File: src/sv/tbba_pkg.sv
// ----------------------------------------------------------------------------
// tbba_pkg
// Types, widths and helpers for the triangle bbox/area accumulator.
// ----------------------------------------------------------------------------
`default_nettype none

package tbba_pkg;

  localparam int COORD_BITS = 24;
  localparam int DIFF_BITS  = COORD_BITS + 1;
  localparam int COUNT_BITS = 32;
  localparam int MUL_BITS   = 26;
  localparam int PROD_BITS  = 2 * MUL_BITS;
  localparam int MAG_BITS   = 50;
  localparam int HALF_BITS  = MAG_BITS / 2;
  localparam int ACC_BITS   = 2 * MAG_BITS;
  localparam int ROOT_BITS  = MAG_BITS;
  localparam int REM_BITS   = ROOT_BITS + 2;
  localparam int AREA_BITS  = 64;
  localparam int STEP_LAST  = 15;

  typedef logic signed [COORD_BITS-1:0] coord_t;
  typedef logic signed [DIFF_BITS-1:0]  diff_t;
  typedef logic [COUNT_BITS-1:0]        count_t;
  typedef logic [AREA_BITS-1:0]         area_t;

  typedef struct packed {
    coord_t ax;
    coord_t ay;
    coord_t az;
    coord_t bx;
    coord_t by;
    coord_t bz;
    coord_t cxin;
    coord_t cyin;
    coord_t czin;
    logic   start_mesh;
  } in_word_t;

  typedef struct packed {
    coord_t min_x;
    coord_t min_y;
    coord_t min_z;
    coord_t max_x;
    coord_t max_y;
    coord_t max_z;
    area_t  area_sum;
    count_t triangle_count;
  } out_word_t;

  typedef struct packed {
    coord_t min_x;
    coord_t min_y;
    coord_t min_z;
    coord_t max_x;
    coord_t max_y;
    coord_t max_z;
    count_t count;
    logic   restart;
    diff_t  ab_x;
    diff_t  ab_y;
    diff_t  ab_z;
    diff_t  ac_x;
    diff_t  ac_y;
    diff_t  ac_z;
  } job_t;

  function automatic coord_t cmin(input coord_t a, input coord_t b);
    return (a < b) ? a : b;
  endfunction

  function automatic coord_t cmax(input coord_t a, input coord_t b);
    return (a > b) ? a : b;
  endfunction

endpackage

`default_nettype wire

File: src/sv/tbba_queue.sv
// ----------------------------------------------------------------------------
// tbba_queue
// Two-entry job queue between the front and the area engine.
// ----------------------------------------------------------------------------
`default_nettype none

module tbba_queue (
  input  wire logic           clk,
  input  wire logic           rst,
  input  wire logic           push,
  input  wire tbba_pkg::job_t wr_job,
  output logic                full,
  input  wire logic           pop,
  output tbba_pkg::job_t      rd_job,
  output logic                empty
);

  tbba_pkg::job_t slots [2];
  logic           wr_ptr;
  logic           rd_ptr;
  logic [1:0]     cnt;
  logic           do_push;
  logic           do_pop;

  assign full    = (cnt == 2'd2);
  assign empty   = (cnt == 2'd0);
  assign do_push = push && !full;
  assign do_pop  = pop && !empty;
  assign rd_job  = slots[rd_ptr];

  always_ff @(posedge clk) begin
    if (do_push) begin
      slots[wr_ptr] <= wr_job;
    end
  end

  always_ff @(posedge clk) begin
    if (rst) begin
      wr_ptr <= 1'b0;
      rd_ptr <= 1'b0;
      cnt    <= 2'd0;
    end else begin
      if (do_push) begin
        wr_ptr <= ~wr_ptr;
      end
      if (do_pop) begin
        rd_ptr <= ~rd_ptr;
      end
      cnt <= cnt + {1'b0, do_push} - {1'b0, do_pop};
    end
  end

endmodule

`default_nettype wire

File: config.mk
export PLATFORM = sky130hd
export DESIGN_NAME = tbba_queue
export DESIGN_NICKNAME = d
export VERILOG_FILES = /design/src/sv/tbba_pkg.sv /design/src/sv/tbba_queue.sv
export SDC_FILE = /design/constraint.sdc
export NUM_CORES = 1
export LEC_CHECK = 0
export BUFFER_PORTS_ARGS = -buffer_cell sky130_fd_sc_hd__buf_2
export CAP_MARGIN = 10
export CORE_AREA = 4 4 252 254
export CTS_CLUSTER_DIAMETER = 150
export CTS_CLUSTER_SIZE = 24
export DETAILED_ROUTE_END_ITERATION = 10
export DIE_AREA = 0 0 256 258
export GPL_TIMING_DRIVEN = 0
export PLACE_DENSITY = 0.62
export SLEW_MARGIN = 20
export SYNTH_ARGS = -nofsm -noshare
export SYNTH_HDL_FRONTEND = slang
export SYNTH_SLANG_ARGS = --single-unit
File: constraint.sdc
create_clock -name clk -period 9.4 [get_ports clk]
set_input_delay 1.88 -clock clk [delete_from_list [all_inputs] [get_ports clk]]
set_output_delay 1.88 -clock clk [all_outputs]
set_load 0.05 [all_outputs]
==> results.md <==
- CP arrival: 2.33 ns
- Nets: 2080
- Num Clock Sinks: 659
- Gr usage total: 0.163
- Post-CTS setup buffers: 0
- WHS: 0.528 ns
- Post-DRT Antenna Nets: 0
- Most common cell type on the critical path: buf_2
- HPWL Detailed: 41.6 mm
- Final Hold Fails: 0
- # IOs: 660
- Post-synth top area share: 0.821
- CTS Buf Count: 31
- Layout cells sized above 1: 0.607
- TritonRoute pass-1 iters: 5
- Post-Syn Area per Cell: 22.9 um2
- P_leak: 10.8 nW
- Worst Path Required: 7.52 ns
- Placer Congestion: 0.804
- Buffers on Ports: 659
- Ys async rst share: 0
- RSZ-0062 raised after global routing: false
- Clock Tree Root: clkbuf_16
- Critical-path maximum fanout: 10
- Slew HR: 0.630
- EDFF count, synth: 654
- Via density: 4.75
- Largest net degree at the start of global routing: 100
- Vias in the first global route: 12900
- Crit share post-route: 0.448
- Core Area: 61300 um2
- Routed wire length: 56.6 mm
- CTS max path bufs: 3
- Layout Utilization: 0.479
- CP Launch Type: flop
- Final Cell Area: 29400 um2
- Total area of sequential cells: 19700 um2
- Most common flop cell mapped by yosys: edfxtp_1
- Hold_buf cts: 0
- Largest family of logic cells by synthesized area: multiplexers
- Synth Net Count: 1377
- Fin cells: 2562
- Post-synthesis mux area share: 0.159
- YS warnings: 0
- Synth unique cells: 22
- Final setup margin: 5.19 ns
- Cell Rows: 91
- Die area: 66000 um2
- GRT overflow: 0
- Initial Utilization: 0.390
- Synth area leaders: edfxtp_1, mux2_2, mux2_4
- First-pass GRT wire length: 81.8 mm
- Synth Instances: 1044
- CP max stage cell: mux2_2
- Post-synthesis cell area: 23900 um2
- Commonest cells in the netlist: edfxtp_1, mux2_2, mux2_4, buf_4, buf_2
- Placed Area: 28500 um2
- Max-cap viol count: 0
- Chip width: 256 um
- Post-synthesis simple-gate area fraction: 0.00230
- CP cell instances: buf_2 > buf_4 > mux2_2 > buf_2
- Filler cells: 5200
- Layout area overhead: 22.7%
- Pre-CTS setup slack: 5.08 ns
- Synth Area in Adders: 0.00105
- Wire length per cell after detailed routing: 22.1 um
- CTS clock-pin slew for the worst setup and hold paths: 0.10 ns
- Crit path kind: reg2out
- CTS tree: done
- Tmin final: 4.21 ns
- Die height: 258 um
- Status: completed
- Leading area contributor after synthesis: edfxtp_1
- CP Capture Type: output port
- Worst path max stage delay: 0.42 ns
- Vias: 12200
- Setup violations, final: 0
- Placed cell count: 2504
- Most common cell in the netlist: edfxtp_1
- Delay-heaviest family, CP: buffers and inverters
- Pwr Density: 310 nW/um2
- Flops & latches, synth: 659
- Fin. max-slew vios: 0
- Register area share after synthesis: 0.825
- DR iter-0 viols: 746
- Initial antenna violation count: 17
- Htree depth: 1
- Worst-skew pair later-pin latency: 0.60 ns
- XOR/XNOR share of the synthesized area: 0.000732
- Post-Route Skew: 0.0201 ns
- Peak supply drop: 0.235 mV
- Worst hold path class: reg2reg
- Synth Area in Compound Gates: 0.000732
- Post-CTS sizing: 0
- Achievable frequency: 237 MHz
- DRC: 0
- Worst slew pin tran: 0.555 ns
- CP bufs+invs: 3
- Multi-input logic area: 3920 um2
[cells by family after synthesis]
group                      after synthesis
AOI/OAI and AO/OA                        3
xor gates and xnor gates                 2
adders and majority gates                2
buffers and inverters                   40
DFF                                    659
muxes                                  327
and+or+nand+nor                         11
[flip-flops by register name, indices dropped and copies added, names as in the netlist, named ones only]
register / count
wr_ptr: 1
cnt: 2
slots: 654
rd_ptr: 1
[per-stage QoR]
stage / TNS (ns) / total power (W)
after floorplan: 0 / 0.00688
after global placement: -1227.66 / 0.00790
after detailed placement: 0 / 0.00777
after CTS: 0 / 0.00924
after global routing: 0 / 0.00948
final: 0 / 0.00911
[worst paths after layout]
kind,from,endpoint,slack (ns),cells past startpoint
hold reg to reg,rd_ptr,flop,0.53,2
hold / removal,rd_ptr,flop,0.53,2
setup reg to reg,cnt[0],slots[0][250],6.59,6
setup / recovery,flop,rd_job[142],5.19,4
[worst register-to-register path, stage by stage (launching register included)]
cell and delay [ns]:
dfxtp_1 0.39, nand2b_1 0.17, inv_1 0.07, or3_1 0.41
inv_8 0.39, buf_16 0.43, buf_16 0.48
[power breakdown]
group	total [W]	switching [W]	internal (W)	leakage [nW]
sequential	0.00382	0.0000851	0.00373	6.15
clock	0.00146	0.000846	0.000611	0.404
combinational	0.00383	0.00280	0.00103	4.28
[final cells by class]
type                            count  area share
Sequential cell                   659       0.672
Multi-Input combinational cell    345       0.133
Timing Repair Buffer              670       0.121
Tap cell                          790      0.0337
Clock buffer                       44      0.0281
Buffer                             36     0.00869
Antenna cell                       13     0.00111
Inverter                            4    0.000767
Clock inverter                      1    0.000554
[per-layer routing]
metal  global-route usage  up-vias  wire length (um)
li1                     -     5563                 -
met1                0.182     6061             20500
met2                0.295      441             29900
met3               0.0542       89              4680
met4               0.0501        8              1500
met5                    0        -                48
[cell usage in the layout (no fill, tap or decap), types with 2 or more instances in the layout]
cell,instances
buf_2,671
buf_16,6
dfxtp_1,5
ha_1,2
buf_12,5
clkbuf_1,13
diode_2,13
buf_4,20
buf_6,4
mux2_2,297
edfxtp_1,654
clkbuf_16,31
mux2_4,30
inv_1,3
nor2_1,4
Power figures use the tool's default switching activity.
