$ cat config.mk
export PLATFORM = sky130hd
export DESIGN_NAME = tbba_front
export DESIGN_NICKNAME = d
export VERILOG_FILES = /design/src/sv/tbba_pkg.sv /design/src/sv/tbba_front.sv
export SDC_FILE = /design/constraint.sdc
export NUM_CORES = 2
export LEC_CHECK = 0
export BUFFER_PORTS_ARGS = -buffer_cell sky130_fd_sc_hd__buf_2
export CAP_MARGIN = 20
export CORE_ASPECT_RATIO = 0.5
export CORE_MARGIN = 3
export CORE_UTILIZATION = 45
export DETAILED_ROUTE_END_ITERATION = 12
export HOLD_SLACK_MARGIN = 0.05
export PLACE_DENSITY = 0.71
export SYNTH_ARGS = -nofsm -noshare
export SYNTH_HDL_FRONTEND = slang
export SYNTH_SLANG_ARGS = --single-unit
$ cat constraint.sdc
create_clock -name clk -period 32.7 [get_ports clk]
set_input_delay 6.54 -clock clk [delete_from_list [all_inputs] [get_ports clk]]
set_output_delay 6.54 -clock clk [all_outputs]
set_load 0.005 [all_outputs]
$ cat src/sv/tbba_pkg.sv
// ----------------------------------------------------------------------------
// tbba_pkg
// Types, widths and helpers for the triangle bbox/area accumulator.
// ----------------------------------------------------------------------------
`default_nettype none

package tbba_pkg;

  localparam int COORD_BITS = 24;
  localparam int DIFF_BITS  = COORD_BITS + 1;
  localparam int COUNT_BITS = 32;
  localparam int MUL_BITS   = 26;
  localparam int PROD_BITS  = 2 * MUL_BITS;
  localparam int MAG_BITS   = 50;
  localparam int HALF_BITS  = MAG_BITS / 2;
  localparam int ACC_BITS   = 2 * MAG_BITS;
  localparam int ROOT_BITS  = MAG_BITS;
  localparam int REM_BITS   = ROOT_BITS + 2;
  localparam int AREA_BITS  = 64;
  localparam int STEP_LAST  = 15;

  typedef logic signed [COORD_BITS-1:0] coord_t;
  typedef logic signed [DIFF_BITS-1:0]  diff_t;
  typedef logic [COUNT_BITS-1:0]        count_t;
  typedef logic [AREA_BITS-1:0]         area_t;

  typedef struct packed {
    coord_t ax;
    coord_t ay;
    coord_t az;
    coord_t bx;
    coord_t by;
    coord_t bz;
    coord_t cxin;
    coord_t cyin;
    coord_t czin;
    logic   start_mesh;
  } in_word_t;

  typedef struct packed {
    coord_t min_x;
    coord_t min_y;
    coord_t min_z;
    coord_t max_x;
    coord_t max_y;
    coord_t max_z;
    area_t  area_sum;
    count_t triangle_count;
  } out_word_t;

  typedef struct packed {
    coord_t min_x;
    coord_t min_y;
    coord_t min_z;
    coord_t max_x;
    coord_t max_y;
    coord_t max_z;
    count_t count;
    logic   restart;
    diff_t  ab_x;
    diff_t  ab_y;
    diff_t  ab_z;
    diff_t  ac_x;
    diff_t  ac_y;
    diff_t  ac_z;
  } job_t;

  function automatic coord_t cmin(input coord_t a, input coord_t b);
    return (a < b) ? a : b;
  endfunction

  function automatic coord_t cmax(input coord_t a, input coord_t b);
    return (a > b) ? a : b;
  endfunction

endpackage

`default_nettype wire

$ cat src/sv/tbba_front.sv
// ----------------------------------------------------------------------------
// tbba_front
// Accepts triangles, tracks the bounding box and count, forms edge vectors.
// ----------------------------------------------------------------------------
`default_nettype none

module tbba_front (
  input  wire logic             clk,
  input  wire logic             rst,
  input  wire logic             push,
  input  wire tbba_pkg::in_word_t data_in,
  input  wire logic             q_full,
  output tbba_pkg::job_t        job
);

  tbba_pkg::coord_t min_x, min_y, min_z, max_x, max_y, max_z;
  tbba_pkg::count_t tally;
  tbba_pkg::count_t base_tally;
  logic             seed;

  assign base_tally = data_in.start_mesh ? '0 : tally;
  assign seed       = (base_tally == '0);

  always_comb begin
    job.restart = data_in.start_mesh;
    job.count   = (base_tally == '1) ? base_tally : base_tally + 1'b1;
    job.min_x = tbba_pkg::cmin(tbba_pkg::cmin(tbba_pkg::cmin(seed ? data_in.ax : min_x,
                data_in.ax), data_in.bx), data_in.cxin);
    job.min_y = tbba_pkg::cmin(tbba_pkg::cmin(tbba_pkg::cmin(seed ? data_in.ay : min_y,
                data_in.ay), data_in.by), data_in.cyin);
    job.min_z = tbba_pkg::cmin(tbba_pkg::cmin(tbba_pkg::cmin(seed ? data_in.az : min_z,
                data_in.az), data_in.bz), data_in.czin);
    job.max_x = tbba_pkg::cmax(tbba_pkg::cmax(tbba_pkg::cmax(seed ? data_in.ax : max_x,
                data_in.ax), data_in.bx), data_in.cxin);
    job.max_y = tbba_pkg::cmax(tbba_pkg::cmax(tbba_pkg::cmax(seed ? data_in.ay : max_y,
                data_in.ay), data_in.by), data_in.cyin);
    job.max_z = tbba_pkg::cmax(tbba_pkg::cmax(tbba_pkg::cmax(seed ? data_in.az : max_z,
                data_in.az), data_in.bz), data_in.czin);
    job.ab_x = tbba_pkg::diff_t'(data_in.bx) - tbba_pkg::diff_t'(data_in.ax);
    job.ab_y = tbba_pkg::diff_t'(data_in.by) - tbba_pkg::diff_t'(data_in.ay);
    job.ab_z = tbba_pkg::diff_t'(data_in.bz) - tbba_pkg::diff_t'(data_in.az);
    job.ac_x = tbba_pkg::diff_t'(data_in.cxin) - tbba_pkg::diff_t'(data_in.ax);
    job.ac_y = tbba_pkg::diff_t'(data_in.cyin) - tbba_pkg::diff_t'(data_in.ay);
    job.ac_z = tbba_pkg::diff_t'(data_in.czin) - tbba_pkg::diff_t'(data_in.az);
  end

  always_ff @(posedge clk) begin
    if (rst) begin
      tally <= '0;
      min_x <= '0;
      min_y <= '0;
      min_z <= '0;
      max_x <= '0;
      max_y <= '0;
      max_z <= '0;
    end else if (push && !q_full) begin
      tally <= job.count;
      min_x <= job.min_x;
      min_y <= job.min_y;
      min_z <= job.min_z;
      max_x <= job.max_x;
      max_y <= job.max_y;
      max_z <= job.max_z;
    end
  end

endmodule

`default_nettype wire

==> impl_metrics.env <==
export IMPL_critical_path_class="primary input to primary output"
export IMPL_postCtsHoldBufs=0
export IMPL_die_area_um2=76000
export IMPL_hp_start="tally[1]$_SDFFE_PP0P_"
export IMPL_gp_congestion=0.990
export IMPL_placed_cells=5874
export IMPL_rsz0062_at_grt="false"
export IMPL_crit_family="compound AO/OA/AOI/OAI gates"
export IMPL_worst_slew_pin_slew_ns=1.11
export IMPL_nNetsFinal=5732
export IMPL_grt_antenna_before_repair=10
export IMPL_cts_tree="done"
export IMPL_globalRouteOverflowTotal=0
export IMPL_r2r_setup_slack_ns=20.11
export IMPL_fin_crit_sh_pct=78.4
export IMPL_dp_hpwl_mm=103
export IMPL_clock_latency_ns=0.51
export IMPL_syn2layout_area_growth_pct=12.7
export IMPL_path_common_cell="o21a_1"
export IMPL_post_cts_resized=0
export IMPL_cp_num_buf_inv=7
export IMPL_p_leak_nw=18.0
export IMPL_yosysMostFrequentCell="nand2_1"
export IMPL_core_um2=71400
export IMPL_ios=548
export IMPL_syn_num_nets=5357
export IMPL_clock_skew_ns=0.0165
export IMPL_port_buffers=547
export IMPL_htreeDepth=4
export IMPL_irDropWorstVdd_mv=0.0681
export IMPL_drc=0
export IMPL_synth_top_cell_area_share_pct=21.8
export IMPL_synthTopCellsByCount="639 x nand2_1, 569 x ha_1, 380 x a21oi_1"
export IMPL_vias=36784
export IMPL_grt_use_total_pct=32.9
export IMPL_drt_vias_per_instance=6.22
export IMPL_grt_max_degree=228
export IMPL_rows=69
export IMPL_outcome="finished clean"
export IMPL_internal_power_mw=1.10
export IMPL_hold_class="register to register"
export IMPL_initial_core_util_pct=45.7
export IMPL_cp_max_fo=51
export IMPL_stdcell_count=5917
export IMPL_p_sw_share_pct=52.8
export IMPL_ys_warnings_count=0
export IMPL_routed_wl_mm=131
export IMPL_comb_power_share_pct=78.4
export IMPL_crit_required_ns=26.16
export IMPL_synth_top_flop_cell="dfxtp_1"
export IMPL_r2r_start="tally[9]$_SDFFE_PP0P_"
export IMPL_cts_max_path_buffers=2
export IMPL_grt_pass1_wl_mm=201
export IMPL_finalHoldViolations=0
export IMPL_die_h_um=196
export IMPL_wl_per_cell_um=22.1
export IMPL_syn_area_um2=32600
export IMPL_max_cap_viol_count=0
export IMPL_synthCells=4561
export IMPL_ys_types=79
export IMPL_drtAntennaViolNets=0
export IMPL_cpPeakStageDelay_ns=0.84
export IMPL_crit_slowest_cell="mux2i_4"
export IMPL_fmax_ghz=0.0390
export IMPL_critPathLaunchType="primary input"
export IMPL_synth_edf_count=0
export IMPL_timing_slew_headroom_pct=25.9
export IMPL_clock_root_buffer="clkbuf_16"
export IMPL_ys_seq_area_share_pct=10.8
export IMPL_ys_ff_latch=176
export IMPL_drt_iter0_markers=3522
export IMPL_power_switching_mw=1.23
export IMPL_finalSetupTns_ns=0
export IMPL_die_x_um=387
export IMPL_seqPwrFrac_pct=11.5
export IMPL_cts_setup_buffers=0
export IMPL_setup_viol=0
export IMPL_synth_area_leader_cell="ha_1"
export IMPL_power_density_nw_per_um2=63.1
export IMPL_syn_avg_cell_area_um2=7.16
export IMPL_critPathCaptureType="primary output"
export IMPL_hold_slack_ns=0.470
export IMPL_clkTransAtPathRegs_ns=0.07
export IMPL_power_frac_clock_pct=10.1
export IMPL_arrival_ns=19.11
export IMPL_final_layout_size_suffix_gt1_share_pct=18.2
export IMPL_period_needed_ns=25.65
export IMPL_slew_violations=0
export IMPL_grt_pass1_vias=35290
export IMPL_dr_pass1_iters=6
export IMPL_cts_sinks=176
export IMPL_ys_async_sr_fraction_pct=0
export IMPL_synth_top_cells_by_area="ha_1 22%, dfxtp_1 11%, nand2_1 7.3%"
export IMPL_crit_start="data_in[0]"
export IMPL_cts_buffers=17
==> path summary, 6_finish.rpt <==
check	end	depth (start not counted)
max	job[199]	46
min	tally[1]$_SDFFE_PP0P_	2
max reg2reg	max_z[10]$_SDFFE_PP0P_	42
min reg2reg	tally[1]$_SDFFE_PP0P_	2
==> registers in the layout, summed over array words and instances (netlist names) <==
register	count
tally	32
max_x	24
max_y	24
max_z	24
min_x	24
min_y	24
min_z	24
==> cells by family after synthesis <==
family / share of synthesized area, %
XOR/XNOR: 3.70
adder cells (fa/ha/maj): 22.2
flip-flops: 10.8
AO/OA/AOI/OAI: 24.4
multiplexers: 7.16
buffers and inverters: 6.34
AND/OR/NAND/NOR: 25.4
==> power by group through the flow <==
stage	Sequential [mW]	Clock (mW)	Combinational, mW
CTS	0.266	0.236	1.79
finish	0.267	0.234	1.82
floorplan	0.266	0	1.17
detailed placement	0.271	0	1.78
global placement	0.269	0	1.75
global route	0.271	0.245	1.98
==> tightest hold or removal path, stage by stage (launching register included) <==
cell and delay (ns):
dfxtp_1 0.32, nand2_1 0.05, a21oi_1 0.05
==> layout make-up <==
class,instances,area (µm²)
Timing Repair Buffer,591,3110
Clock buffer,19,453
Inverter,296,1110
Sequential cell,176,3520
Antenna cell,10,25.0
Clock inverter,13,154
Tap cell,958,1200
Multi-Input combinational cell,3854,27200
Fill cell,7118,34600
==> cell usage in the layout, fill, tap and decap left out, drive strengths merged, types with 78 or more instances in the layout <==
| master | instances |
|---|---|
| nor3 | 132 |
| nand4 | 115 |
| nor2 | 376 |
| dfxtp | 176 |
| mux2 | 187 |
| nand2 | 640 |
| nand3 | 105 |
| a21o | 156 |
| buf | 591 |
| ha | 569 |
| nand3b | 78 |
| xnor2 | 96 |
| inv | 299 |
| a21oi | 380 |
| o21ai | 132 |
==> metrics by stage <==
| step | utilization, % | setup WS (ns) | instance area, µm² | power (mW) |
|---|---|---|---|---|
| finish | 51.5 | 7.05 | 36800 | 2.32 |
| global route | 51.5 | 6.34 | 36800 | 2.50 |
| CTS | 51.5 | 7.26 | 36700 | 2.29 |
| detailed placement | 50.6 | 7.28 | 36100 | 2.05 |
| global placement | 50.6 | 7.74 | 36100 | 2.02 |
| floorplan | - | 10.02 | 32600 | 1.44 |
==> metal layers <==
| metal | share of wire, % | vias to the layer above | track usage [%] |
|---|---|---|---|
| met3 | 7.3 | 396 | 4.96 |
| met1 | 41 | 17170 | 40.6 |
| met2 | 46 | 1793 | 55.8 |
| met5 | 0 | - | 0 |
| met4 | 5.7 | 0 | 17.6 |
| li1 | - | 17425 | - |
No activity file was read; power rests on OpenSTA's default activity.
